## src/design/ndp_pkg.sv

```systemverilog
// shared types and constants for the nat port delta predictor
// no dependencies; every other design file but ndp_divider refers to this package by scoped names
`default_nettype none

package ndp_pkg;

   localparam int PORT_W      = 16;
   localparam int ENTRY_W     = 2 * PORT_W;
   localparam int MIN_ENTRIES = 2;

   // request function codes
   localparam logic FUNC_RECORD  = 1'b0;
   localparam logic FUNC_PREDICT = 1'b1;

   typedef struct packed {
      logic [PORT_W-1:0] priv;
      logic [PORT_W-1:0] pub;
   } ndp_entry_type;

   typedef enum logic [1:0] {
      ST_IDLE,
      ST_SCAN,
      ST_DIVIDE,
      ST_RESULT
   } ndp_state_type;

endpackage

`default_nettype wire

```

## src/design/ndp_if.sv

```systemverilog
// valid/ready channel interfaces for request and response words
// depends on ndp_pkg for the port width
`default_nettype none

interface ndp_req_if;
   logic                       valid;
   logic                       ready;
   logic                       func;
   logic [ndp_pkg::PORT_W-1:0] lan_port;
   logic [ndp_pkg::PORT_W-1:0] wan_port;

   modport source (output valid, func, lan_port, wan_port, input ready);
   modport sink   (input valid, func, lan_port, wan_port, output ready);
endinterface

interface ndp_rsp_if;
   logic                       valid;
   logic                       ready;
   logic [ndp_pkg::PORT_W-1:0] pred_port;

   modport source (output valid, pred_port, input ready);
   modport sink   (input valid, pred_port, output ready);
endinterface

`default_nettype wire

```

## src/design/ndp_history_mem.sv

```systemverilog
// history table: single write port, single read port, registered read
// depends on ndp_pkg for the entry width
`default_nettype none

module ndp_history_mem #(
   parameter int DEPTH  = 128,
   parameter int ADDR_W = 7
) (
   input  wire logic                        clock,
   input  wire logic                        wr_en,
   input  wire logic [ADDR_W-1:0]           wr_addr,
   input  wire logic [ndp_pkg::ENTRY_W-1:0] wr_data,
   input  wire logic                        rd_en,
   input  wire logic [ADDR_W-1:0]           rd_addr,
   output logic      [ndp_pkg::ENTRY_W-1:0] rd_data
);

   logic [ndp_pkg::ENTRY_W-1:0] mem_ff [DEPTH];
   logic [ndp_pkg::ENTRY_W-1:0] rd_data_ff;

   always_ff @(posedge clock) begin
      if (wr_en) begin
         mem_ff[wr_addr] <= wr_data;
      end
   end

   always_ff @(posedge clock) begin
      if (rd_en) begin
         rd_data_ff <= mem_ff[rd_addr];
      end
   end

   assign rd_data = rd_data_ff;

endmodule

`default_nettype wire

```

## src/design/ndp_divider.sv

```systemverilog
// unsigned restoring divider, one quotient bit per cycle
// no package dependencies
`default_nettype none

module ndp_divider #(
   parameter int DVD_W = 23,
   parameter int DVS_W = 8
) (
   input  wire logic             clock,
   input  wire logic             reset,
   input  wire logic             start,
   input  wire logic [DVD_W-1:0] dividend,
   input  wire logic [DVS_W-1:0] divisor,
   output logic                  done,
   output logic      [DVD_W-1:0] quotient
);

   localparam int STEP_W = $clog2(DVD_W + 1);

   logic              active_ff, active_in;
   logic              done_ff, done_in;
   logic [STEP_W-1:0] step_ff, step_in;
   logic [DVD_W-1:0]  quo_ff, quo_in;
   logic [DVS_W-1:0]  rem_ff, rem_in;
   logic [DVS_W-1:0]  dvs_ff, dvs_in;
   logic [DVS_W:0]    rem_shift;
   logic              ge;

   always_comb begin
      rem_shift = {rem_ff, quo_ff[DVD_W-1]};
      ge        = rem_shift >= {1'b0, dvs_ff};
      active_in = active_ff;
      done_in   = 1'b0;
      step_in   = step_ff;
      quo_in    = quo_ff;
      rem_in    = rem_ff;
      dvs_in    = dvs_ff;
      if (start) begin
         active_in = 1'b1;
         step_in   = '0;
         quo_in    = dividend;
         rem_in    = '0;
         dvs_in    = divisor;
      end else if (active_ff) begin
         // dividend bits shift out the top while quotient bits enter the bottom
         quo_in  = {quo_ff[DVD_W-2:0], ge};
         rem_in  = ge ? DVS_W'(rem_shift - {1'b0, dvs_ff}) : rem_shift[DVS_W-1:0];
         step_in = step_ff + STEP_W'(1);
         if (step_ff == STEP_W'(DVD_W - 1)) begin
            active_in = 1'b0;
            done_in   = 1'b1;
         end
      end
   end

   always_ff @(posedge clock) begin
      if (reset) begin
         active_ff <= 1'b0;
         done_ff   <= 1'b0;
      end else begin
         active_ff <= active_in;
         done_ff   <= done_in;
      end
   end

   always_ff @(posedge clock) begin
      step_ff <= step_in;
      quo_ff  <= quo_in;
      rem_ff  <= rem_in;
      dvs_ff  <= dvs_in;
   end

   assign done     = done_ff;
   assign quotient = quo_ff;

endmodule

`default_nettype wire

```

## src/design/nat_port_delta_predictor_unit.sv

```systemverilog
// top level of the nat port delta predictor: control, scan datapath, response register
// depends on ndp_pkg, ndp_req_if, ndp_rsp_if, ndp_history_mem and ndp_divider
//
//   channel  | dir | handshake           | word
//   ---------+-----+---------------------+--------------------------------------
//   req_chan | in  | valid/ready         | func, lan_port, wan_port
//   rsp_chan | out | valid/ready         | pred_port (predict words only)
//
// a record word is accepted back to back
// a predict word scans the history one entry per memory read, then the serial divider
// averages the matched deltas unless nothing matched, then the result is loaded;
// with fewer than two entries it goes straight to the result state
// reset is synchronous and clears control state and the entry count; the table is not cleared
// a result waits in the response register while the next word is accepted; a later
// prediction holds in its result state until that register is taken
`default_nettype none

module nat_port_delta_predictor_unit #(
   parameter int HISTORY_DEPTH = 128
) (
   input wire logic clock,
   input wire logic reset,
   ndp_req_if.sink   req_chan,
   ndp_rsp_if.source rsp_chan
);

   localparam int IDX_W = (HISTORY_DEPTH > 1) ? $clog2(HISTORY_DEPTH) : 1;
   localparam int CNT_W = $clog2(HISTORY_DEPTH + 1);
   // a delta spans 17 signed bits; up to HISTORY_DEPTH-1 of them are summed
   localparam int SUM_W = ndp_pkg::PORT_W + 1 + IDX_W;
   localparam int DVD_W = SUM_W - 1;
   localparam int PW    = ndp_pkg::PORT_W;

   // fsm
   ndp_pkg::ndp_state_type state_ff, state_in;

   // control outputs of the fsm
   logic req_ready;
   logic rd_issue;
   logic div_start;
   logic rsp_load;

   // table bookkeeping
   logic [CNT_W-1:0] count_ff;
   logic [CNT_W-1:0] scan_addr_ff;
   logic             rd_vld_ff;
   logic [IDX_W-1:0] rd_idx_ff;

   // scan accumulators
   logic        [PW-1:0]    query_ff;
   logic        [PW-1:0]    prev_pub_ff;
   logic        [PW-1:0]    last_pub_ff;
   logic signed [SUM_W-1:0] sum_ff;
   logic        [CNT_W-1:0] match_ff;
   logic                    neg_ff;
   logic        [PW-1:0]    res_ff;

   // response register
   logic          rsp_valid_ff;
   logic [PW-1:0] rsp_port_ff;

   // combinational datapath
   logic                        accept;
   logic                        is_predict;
   logic                        table_full;
   logic                        short_history;
   logic [ndp_pkg::ENTRY_W-1:0] rd_data;
   ndp_pkg::ndp_entry_type      rd_entry;
   ndp_pkg::ndp_entry_type      wr_entry;
   logic signed [PW:0]          delta;
   logic                        hit;
   logic                        last_beat;
   logic signed [SUM_W-1:0]     sum_next;
   logic        [CNT_W-1:0]     match_next;
   logic signed [SUM_W-1:0]     sum_abs;
   logic        [DVD_W-1:0]     quotient;
   logic                        div_done;
   logic        [PW-1:0]        avg_lo;

   assign accept        = req_chan.valid && req_ready;
   assign is_predict    = req_chan.func == ndp_pkg::FUNC_PREDICT;
   assign table_full    = count_ff >= CNT_W'(HISTORY_DEPTH);
   assign short_history = count_ff < CNT_W'(ndp_pkg::MIN_ENTRIES);

   assign wr_entry.priv = req_chan.lan_port;
   assign wr_entry.pub  = req_chan.wan_port;

   ndp_history_mem #(
      .DEPTH  (HISTORY_DEPTH),
      .ADDR_W (IDX_W)
   ) u_mem (
      .clock   (clock),
      .wr_en   (accept && !is_predict && !table_full),
      .wr_addr (count_ff[IDX_W-1:0]),
      .wr_data (wr_entry),
      .rd_en   (rd_issue),
      .rd_addr (scan_addr_ff[IDX_W-1:0]),
      .rd_data (rd_data)
   );

   // one read returns per cycle; entry 0 only primes the previous public port
   always_comb begin
      rd_entry   = ndp_pkg::ndp_entry_type'(rd_data);
      delta      = $signed({1'b0, rd_entry.pub}) - $signed({1'b0, prev_pub_ff});
      hit        = rd_vld_ff && (rd_idx_ff != '0) && (rd_entry.priv == query_ff);
      last_beat  = rd_vld_ff && (CNT_W'(rd_idx_ff) == count_ff - CNT_W'(1));
      sum_next   = hit ? sum_ff + SUM_W'(delta) : sum_ff;
      match_next = hit ? match_ff + CNT_W'(1) : match_ff;
      sum_abs    = sum_next[SUM_W-1] ? -sum_next : sum_next;
   end

   ndp_divider #(
      .DVD_W (DVD_W),
      .DVS_W (CNT_W)
   ) u_div (
      .clock    (clock),
      .reset    (reset),
      .start    (div_start),
      .dividend (sum_abs[DVD_W-1:0]),
      .divisor  (match_next),
      .done     (div_done),
      .quotient (quotient)
   );

   // truncation toward zero: divide magnitudes, then restore the sign; only the
   // low port bits matter since the final add wraps modulo 65536
   assign avg_lo = neg_ff ? PW'(-quotient[PW-1:0]) : quotient[PW-1:0];

   // next state
   always_comb begin
      state_in = state_ff;
      unique case (state_ff)
         ndp_pkg::ST_IDLE: begin
            if (accept && is_predict) begin
               state_in = short_history ? ndp_pkg::ST_RESULT : ndp_pkg::ST_SCAN;
            end
         end
         ndp_pkg::ST_SCAN: begin
            if (last_beat) begin
               state_in = (match_next == '0) ? ndp_pkg::ST_RESULT : ndp_pkg::ST_DIVIDE;
            end
         end
         ndp_pkg::ST_DIVIDE: begin
            if (div_done) begin
               state_in = ndp_pkg::ST_RESULT;
            end
         end
         ndp_pkg::ST_RESULT: begin
            if (!rsp_valid_ff || rsp_chan.ready) begin
               state_in = ndp_pkg::ST_IDLE;
            end
         end
         default: state_in = ndp_pkg::ST_IDLE;
      endcase
   end

   // fsm outputs
   always_comb begin
      req_ready = 1'b0;
      rd_issue  = 1'b0;
      div_start = 1'b0;
      rsp_load  = 1'b0;
      unique case (state_ff)
         ndp_pkg::ST_IDLE: begin
            req_ready = 1'b1;
         end
         ndp_pkg::ST_SCAN: begin
            rd_issue  = scan_addr_ff < count_ff;
            div_start = last_beat && (match_next != '0);
         end
         ndp_pkg::ST_DIVIDE: begin
         end
         ndp_pkg::ST_RESULT: begin
            rsp_load = !rsp_valid_ff || rsp_chan.ready;
         end
         default: begin
         end
      endcase
   end

   // control registers
   always_ff @(posedge clock) begin
      if (reset) begin
         state_ff     <= ndp_pkg::ST_IDLE;
         count_ff     <= '0;
         rd_vld_ff    <= 1'b0;
         rsp_valid_ff <= 1'b0;
      end else begin
         state_ff  <= state_in;
         rd_vld_ff <= rd_issue;
         // append only; records beyond the last entry are dropped
         if (accept && !is_predict && !table_full) begin
            count_ff <= count_ff + CNT_W'(1);
         end
         if (rsp_load) begin
            rsp_valid_ff <= 1'b1;
         end else if (rsp_chan.ready) begin
            rsp_valid_ff <= 1'b0;
         end
      end
   end

   // scan and result datapath
   always_ff @(posedge clock) begin
      if (accept && is_predict) begin
         query_ff     <= req_chan.lan_port;
         scan_addr_ff <= '0;
         sum_ff       <= '0;
         match_ff     <= '0;
         res_ff       <= '0;
      end else if (rd_issue) begin
         scan_addr_ff <= scan_addr_ff + CNT_W'(1);
      end
      if (rd_issue) begin
         rd_idx_ff <= scan_addr_ff[IDX_W-1:0];
      end
      if (rd_vld_ff) begin
         prev_pub_ff <= rd_entry.pub;
         sum_ff      <= sum_next;
         match_ff    <= match_next;
         neg_ff      <= sum_next[SUM_W-1];
         if (last_beat) begin
            last_pub_ff <= rd_entry.pub;
         end
      end
      if (div_done) begin
         res_ff <= last_pub_ff + avg_lo;
      end
      if (rsp_load) begin
         rsp_port_ff <= res_ff;
      end
   end

   assign req_chan.ready     = req_ready;
   assign rsp_chan.valid     = rsp_valid_ff;
   assign rsp_chan.pred_port = rsp_port_ff;

endmodule

`default_nettype wire

```

## src/flat_wrapper.sv

```systemverilog
// flat-port wrapper written by rule: the top's interface ports become plain ports
module nat_port_delta_predictor_unit_flat 
#(
   parameter int HISTORY_DEPTH = 128
)
  (clock, reset, req_chan_valid, req_chan_func, req_chan_lan_port, req_chan_wan_port, req_chan_ready, rsp_chan_valid, rsp_chan_pred_port, rsp_chan_ready);
  ndp_req_if req_chan_i ();
  ndp_rsp_if rsp_chan_i ();
  input wire logic clock;
  input wire logic reset;
  input wire logic [$bits(req_chan_i.valid)-1:0] req_chan_valid;
  input wire logic [$bits(req_chan_i.func)-1:0] req_chan_func;
  input wire logic [$bits(req_chan_i.lan_port)-1:0] req_chan_lan_port;
  input wire logic [$bits(req_chan_i.wan_port)-1:0] req_chan_wan_port;
  output wire logic [$bits(req_chan_i.ready)-1:0] req_chan_ready;
  output wire logic [$bits(rsp_chan_i.valid)-1:0] rsp_chan_valid;
  output wire logic [$bits(rsp_chan_i.pred_port)-1:0] rsp_chan_pred_port;
  input wire logic [$bits(rsp_chan_i.ready)-1:0] rsp_chan_ready;
  assign req_chan_i.valid = req_chan_valid;
  assign req_chan_i.func = req_chan_func;
  assign req_chan_i.lan_port = req_chan_lan_port;
  assign req_chan_i.wan_port = req_chan_wan_port;
  assign req_chan_ready = req_chan_i.ready;
  assign rsp_chan_valid = rsp_chan_i.valid;
  assign rsp_chan_pred_port = rsp_chan_i.pred_port;
  assign rsp_chan_i.ready = rsp_chan_ready;
  nat_port_delta_predictor_unit #(.HISTORY_DEPTH(HISTORY_DEPTH)) u_core (.clock(clock), .reset(reset), .req_chan(req_chan_i), .rsp_chan(rsp_chan_i));
endmodule
```

## config.mk

```make
export PLATFORM = sky130hd
export DESIGN_NAME = nat_port_delta_predictor_unit_flat
export DESIGN_NICKNAME = d
export VERILOG_FILES = /design/src/design/ndp_pkg.sv /design/src/design/ndp_if.sv /design/src/design/ndp_history_mem.sv /design/src/design/ndp_divider.sv /design/src/design/nat_port_delta_predictor_unit.sv /design/src/flat_wrapper.sv
export SDC_FILE = /design/constraint.sdc
export NUM_CORES = 2
export LEC_CHECK = 0
export BUFFER_PORTS_ARGS = -buffer_cell sky130_fd_sc_hd__buf_2
export CORE_AREA = 2 2 718 720
export CTS_CLUSTER_SIZE = 16
export DETAILED_ROUTE_END_ITERATION = 10
export DIE_AREA = 0 0 720 722
export GPL_ROUTABILITY_DRIVEN = 0
export RECOVER_POWER = 50
export SLEW_MARGIN = 30
export SYNTH_ARGS = -nofsm -noshare
export SYNTH_HDL_FRONTEND = slang
export SYNTH_SLANG_ARGS = --single-unit
```

## constraint.sdc

```tcl
create_clock -name clock -period 14.2 [get_ports clock]
set_input_delay 4.26 -clock clock [delete_from_list [all_inputs] [get_ports clock]]
set_output_delay 4.26 -clock clock [all_outputs]
set_load 0.05 [all_outputs]
```

==> key figures <==
Final layout
  • Layout area overhead: 15.2%
  • Proportion of layout cells with a drive suffix above 1: 28.9%
  • Net count reported at finish: 7,786

Critical path
  • Worst path buffer plus inverter count: 2
  • Family with the most delay on the worst path: buffers and inverters
  • Slowest stage cell on the critical path: sky130_fd_sc_hd__clkbuf_1
  • Data required, critical path: 14.19 ns
  • Cell chain of the critical path: clkbuf_1, clkbuf_1
  • Delay of the slowest cell on the worst path: 3.42 ns
  • Max Fanout on Critical Path: 80
  • Most used cell, CP: sky130_fd_sc_hd__clkbuf_1
  • Type of element capturing the critical path: flop
  • Kind of start point of the critical path: input port
  • Crit path arrival time: 10.22 ns
  • Critical path type: in2reg

Synth
  • Register bit total from synthesis: 4,314
  • Yosys warning total: 0
  • Biggest area contributors in the synthesized netlist: sky130_fd_sc_hd__edfxtp_1 76%, sky130_fd_sc_hd__mux4_2 18%, sky130_fd_sc_hd__ha_1 0.62%, sky130_fd_sc_hd__clkbuf_1 0.54%, sky130_fd_sc_hd__nor2_1 0.53%
  • Number of distinct library cell variants in the gate-level netlist after synthesis: 82
  • Post-synthesis area per instance: 23.2 um^2
  • Fraction of post-synthesis cell area in the top cell type by area: 76.3%
  • Most instantiated library cell after synthesis: sky130_fd_sc_hd__edfxtp_1
  • Count of mapped cells out of synthesis: 7,251
  • Fraction of the yosys area taken by sequential cells: 76.7%
  • Cell taking the most area after synthesis: sky130_fd_sc_hd__edfxtp_1
  • Cell area after synthesis: 168,000 um^2
  • Post-Syn Nets: 7,376
  • Ys flop type: sky130_fd_sc_hd__edfxtp_1
  • Number of enable flip-flop cells after synthesis: 4,279
  • Synth cell count leaders: 4,279 x sky130_fd_sc_hd__edfxtp_1, 1,342 x sky130_fd_sc_hd__mux4_2, 243 x sky130_fd_sc_hd__clkbuf_1
  • Fraction of registers with async set or reset after synthesis: 0%

STA
  • Summed negative setup slack over all endpoints: 0 ns
  • Period Utilization, post-route: 72.0%
  • Final clock skew: 0.0644 ns
  • Minimum clock period: 10.23 ns
  • Max-Slew Margin vs Limit: -236%
  • Actual transition at the worst max-transition pin: 5.03 ns
  • Hold Vio Cnt, Final: 0
  • RSZ-0062 raised after global routing: false
  • Count of final max-slew check failures: 4,556
  • Finish-stage setup viols: 0
  • Max Freq: 97.8 MHz

Pwr
  • Internal power component: 22.6 mW
  • Logic pwr share: 18.1%
  • Total power consumption of the routed design: 30.5 mW
  • Sequential Power Share: 46.6%
  • Switching Fraction: 25.8%
  • Total leakage power: 57.1 nW
  • P per Cell Area: 157 nW/um^2
  • Power dissipated by switching net loads: 7.88 mW
  • Maximum resistive drop on vdd: 0.150 mV
  • Clock network fraction of design power: 35.3%

Die
  • Die extent in y: 722 um
  • Core Area: 512,000 um^2
  • I/O pins: 55
  • Cell Rows: 263
  • Die X-Extent: 720 um
  • Die Area: 520,000 um^2
  • Effective utilization at floorplan: 32.9%

Clock network
  • Cell at the root of the clock tree: sky130_fd_sc_hd__clkbuf_16
  • Reg clk slew, reported paths: 0.06 ns
  • Maximum root-to-sink buffer count: 4
  • H-tree depth: 5
  • CTS Buf Count: 426
  • Total of hold buffers inserted after clock tree synthesis: 0
  • Number of sinks handled by clock tree synthesis: 4,314
  • Number of setup buffers added after CTS: 0
  • Post_cts resized: 0
  • TritonCTS clock tree: built
  • Latest clock arrival within the worst-skew pair: 0.98 ns

Global route
  • First-pass GRT wire length: 612,000 um
  • Met1 demand-to-capacity share in global routing: 24.0%
  • Met3 track demand over resource: 3.65%
  • Vias in the first global route: 78,000
  • Global-route usage over all layers: 16.5%
  • Met2 Track Usage GR: 24.9%
  • Layer with the highest usage after global routing: met2
  • Overflow left after global routing: 0
  • Initial antenna violation count: 52
  • Pin count of the biggest net entering global routing: 137

Drt
  • Routed len/inst: 29.7 um
  • Detailed Route Iter0 Violations: 11,100
  • First-pass iteration count of the detailed router: 9
  • Vias per std cell: 5.39
  • Final wirelength: 440,000 um
  • Number of nets with antenna violations after detailed routing: 0
  • Residual DRC: 0
  • Total vias in the final route: 79,700

Placed design
  • Number of I/O port buffers: 54
  • Post-DP HPWL: 274,000 um

Job
  • Max-cap violations: 87

Min path
  • Class of the tightest hold or removal check: reg2reg

Run status
  • Result of the run: finished with violations
  • Violations in the final reports: max-capacitance violations, max-slew violations
==> metal layers <==
layer	part of all wire, %	vias up
met1	41	43200
met5	0.039	-
met3	10	603
li1	-	31900
met2	45	3926
met4	3.0	28
==> registers in the layout, summed over array words and instances (netlist names), 2 cells and up <==
name,cells
u_core.u_div.dvs_ff,8
u_core.scan_addr_ff,8
u_core.u_div.rem_ff,8
u_core.last_pub_ff,16
u_core.u_div.quotient,23
u_core.u_div.step_ff,5
u_core.count_ff,8
u_core.state_ff,2
u_core.match_ff,8
u_core.u_mem.rd_data,32
u_core.rd_idx_ff,7
u_core.query_ff,16
u_core.rsp_chan.pred_port,16
u_core.prev_pub_ff,16
u_core.res_ff,16
u_core.sum_ff,24
u_core.u_mem.mem_ff,4096
==> logic make-up after synthesis <==
kind of cell    Yosys count  synth area share [%]
simple gates            683                  1.89
xor+xnor                 98                 0.514
mux                    1366                  18.1
flops                  4314                  76.7
fa+ha+maj                88                 0.671
buf+inv                 427                 0.973
compound gates          275                  1.16
==> placed cells by master, fill, tap and decap left out, types with 18 or more instances in the layout <==
cell type	instances
sky130_fd_sc_hd__buf_4	96
sky130_fd_sc_hd__clkbuf_16	432
sky130_fd_sc_hd__nor2_1	112
sky130_fd_sc_hd__xor2_1	19
sky130_fd_sc_hd__edfxtp_1	4279
sky130_fd_sc_hd__clkinv_2	82
sky130_fd_sc_hd__ha_1	84
sky130_fd_sc_hd__and2_0	21
sky130_fd_sc_hd__nand2b_1	21
sky130_fd_sc_hd__buf_16	97
sky130_fd_sc_hd__bufinv_16	26
sky130_fd_sc_hd__a21o_1	25
sky130_fd_sc_hd__clkbuf_1	212
sky130_fd_sc_hd__nor3_1	37
sky130_fd_sc_hd__dfxtp_1	31
sky130_fd_sc_hd__xnor2_1	78
sky130_fd_sc_hd__inv_1	66
sky130_fd_sc_hd__a21oi_1	53
sky130_fd_sc_hd__nand4_1	25
sky130_fd_sc_hd__mux4_2	1342
sky130_fd_sc_hd__a211oi_1	19
sky130_fd_sc_hd__nand3_1	35
sky130_fd_sc_hd__nand2_1	188
sky130_fd_sc_hd__buf_2	19
sky130_fd_sc_hd__nor2_4	128
sky130_fd_sc_hd__diode_2	18
sky130_fd_sc_hd__and2_1	25
sky130_fd_sc_hd__mux2i_1	18
sky130_fd_sc_hd__nor2b_1	30
sky130_fd_sc_hd__clkinv_1	91
sky130_fd_sc_hd__o21ai_0	42
==> power by group through the flow <==
stage | Clock (mW) | Sequential (mW) | Combinational [mW]
after floorplan | 0 | 14.4 | 3.53
after global routing | 11.4 | 14.2 | 5.79
final | 10.8 | 14.2 | 5.52
after detailed placement | 0 | 14.4 | 5.56
after CTS | 11.0 | 14.2 | 5.57
after global placement | 0 | 14.4 | 5.49
==> per-stage QoR <==
stage          utilization (%)  std cells  area [um^2]  worst slack, ns  hold slack (ns)
2_1_floorplan                -       7251       168000             7.01            0.400
3_3_place_gp              34.8      13900       178000             5.83            0.404
3_5_place_dp              35.4      14000       181000             6.03            0.405
4_1_cts                   37.9      14800       194000             7.03            0.418
5_1_grt                   37.9      14800       194000             3.87            0.427
6_report                  37.9      14800       194000             3.97            0.417
==> area by class of cell <==
| cell class | instances | area [um^2] |
|---|---|---|
| fill | 45000 | 318000 |
| sequential | 4314 | 129000 |
| multi-input combinational | 2510 | 38500 |
| clock buffer | 547 | 11200 |
| tap | 6757 | 8450 |
| timing repair buffer | 339 | 4310 |
| clock inverter | 234 | 1990 |
| inverter | 70 | 263 |
| antenna | 18 | 45.0 |
==> path summary, 6_finish.rpt <==
path,start,to,slack (ns),cells past startpoint
max,req_chan_lan_port[14],u_core.u_mem.mem_ff[62][30],3.97,2
min,u_core.res_ff[9],u_core.rsp_chan.pred_port[9],0.42,0
max reg2reg,u_core.scan_addr_ff[0],u_core.u_mem.rd_data[2],5.22,9
min reg2reg,u_core.res_ff[9],u_core.rsp_chan.pred_port[9],0.42,0
No activity file was read; power rests on OpenSTA's default activity.
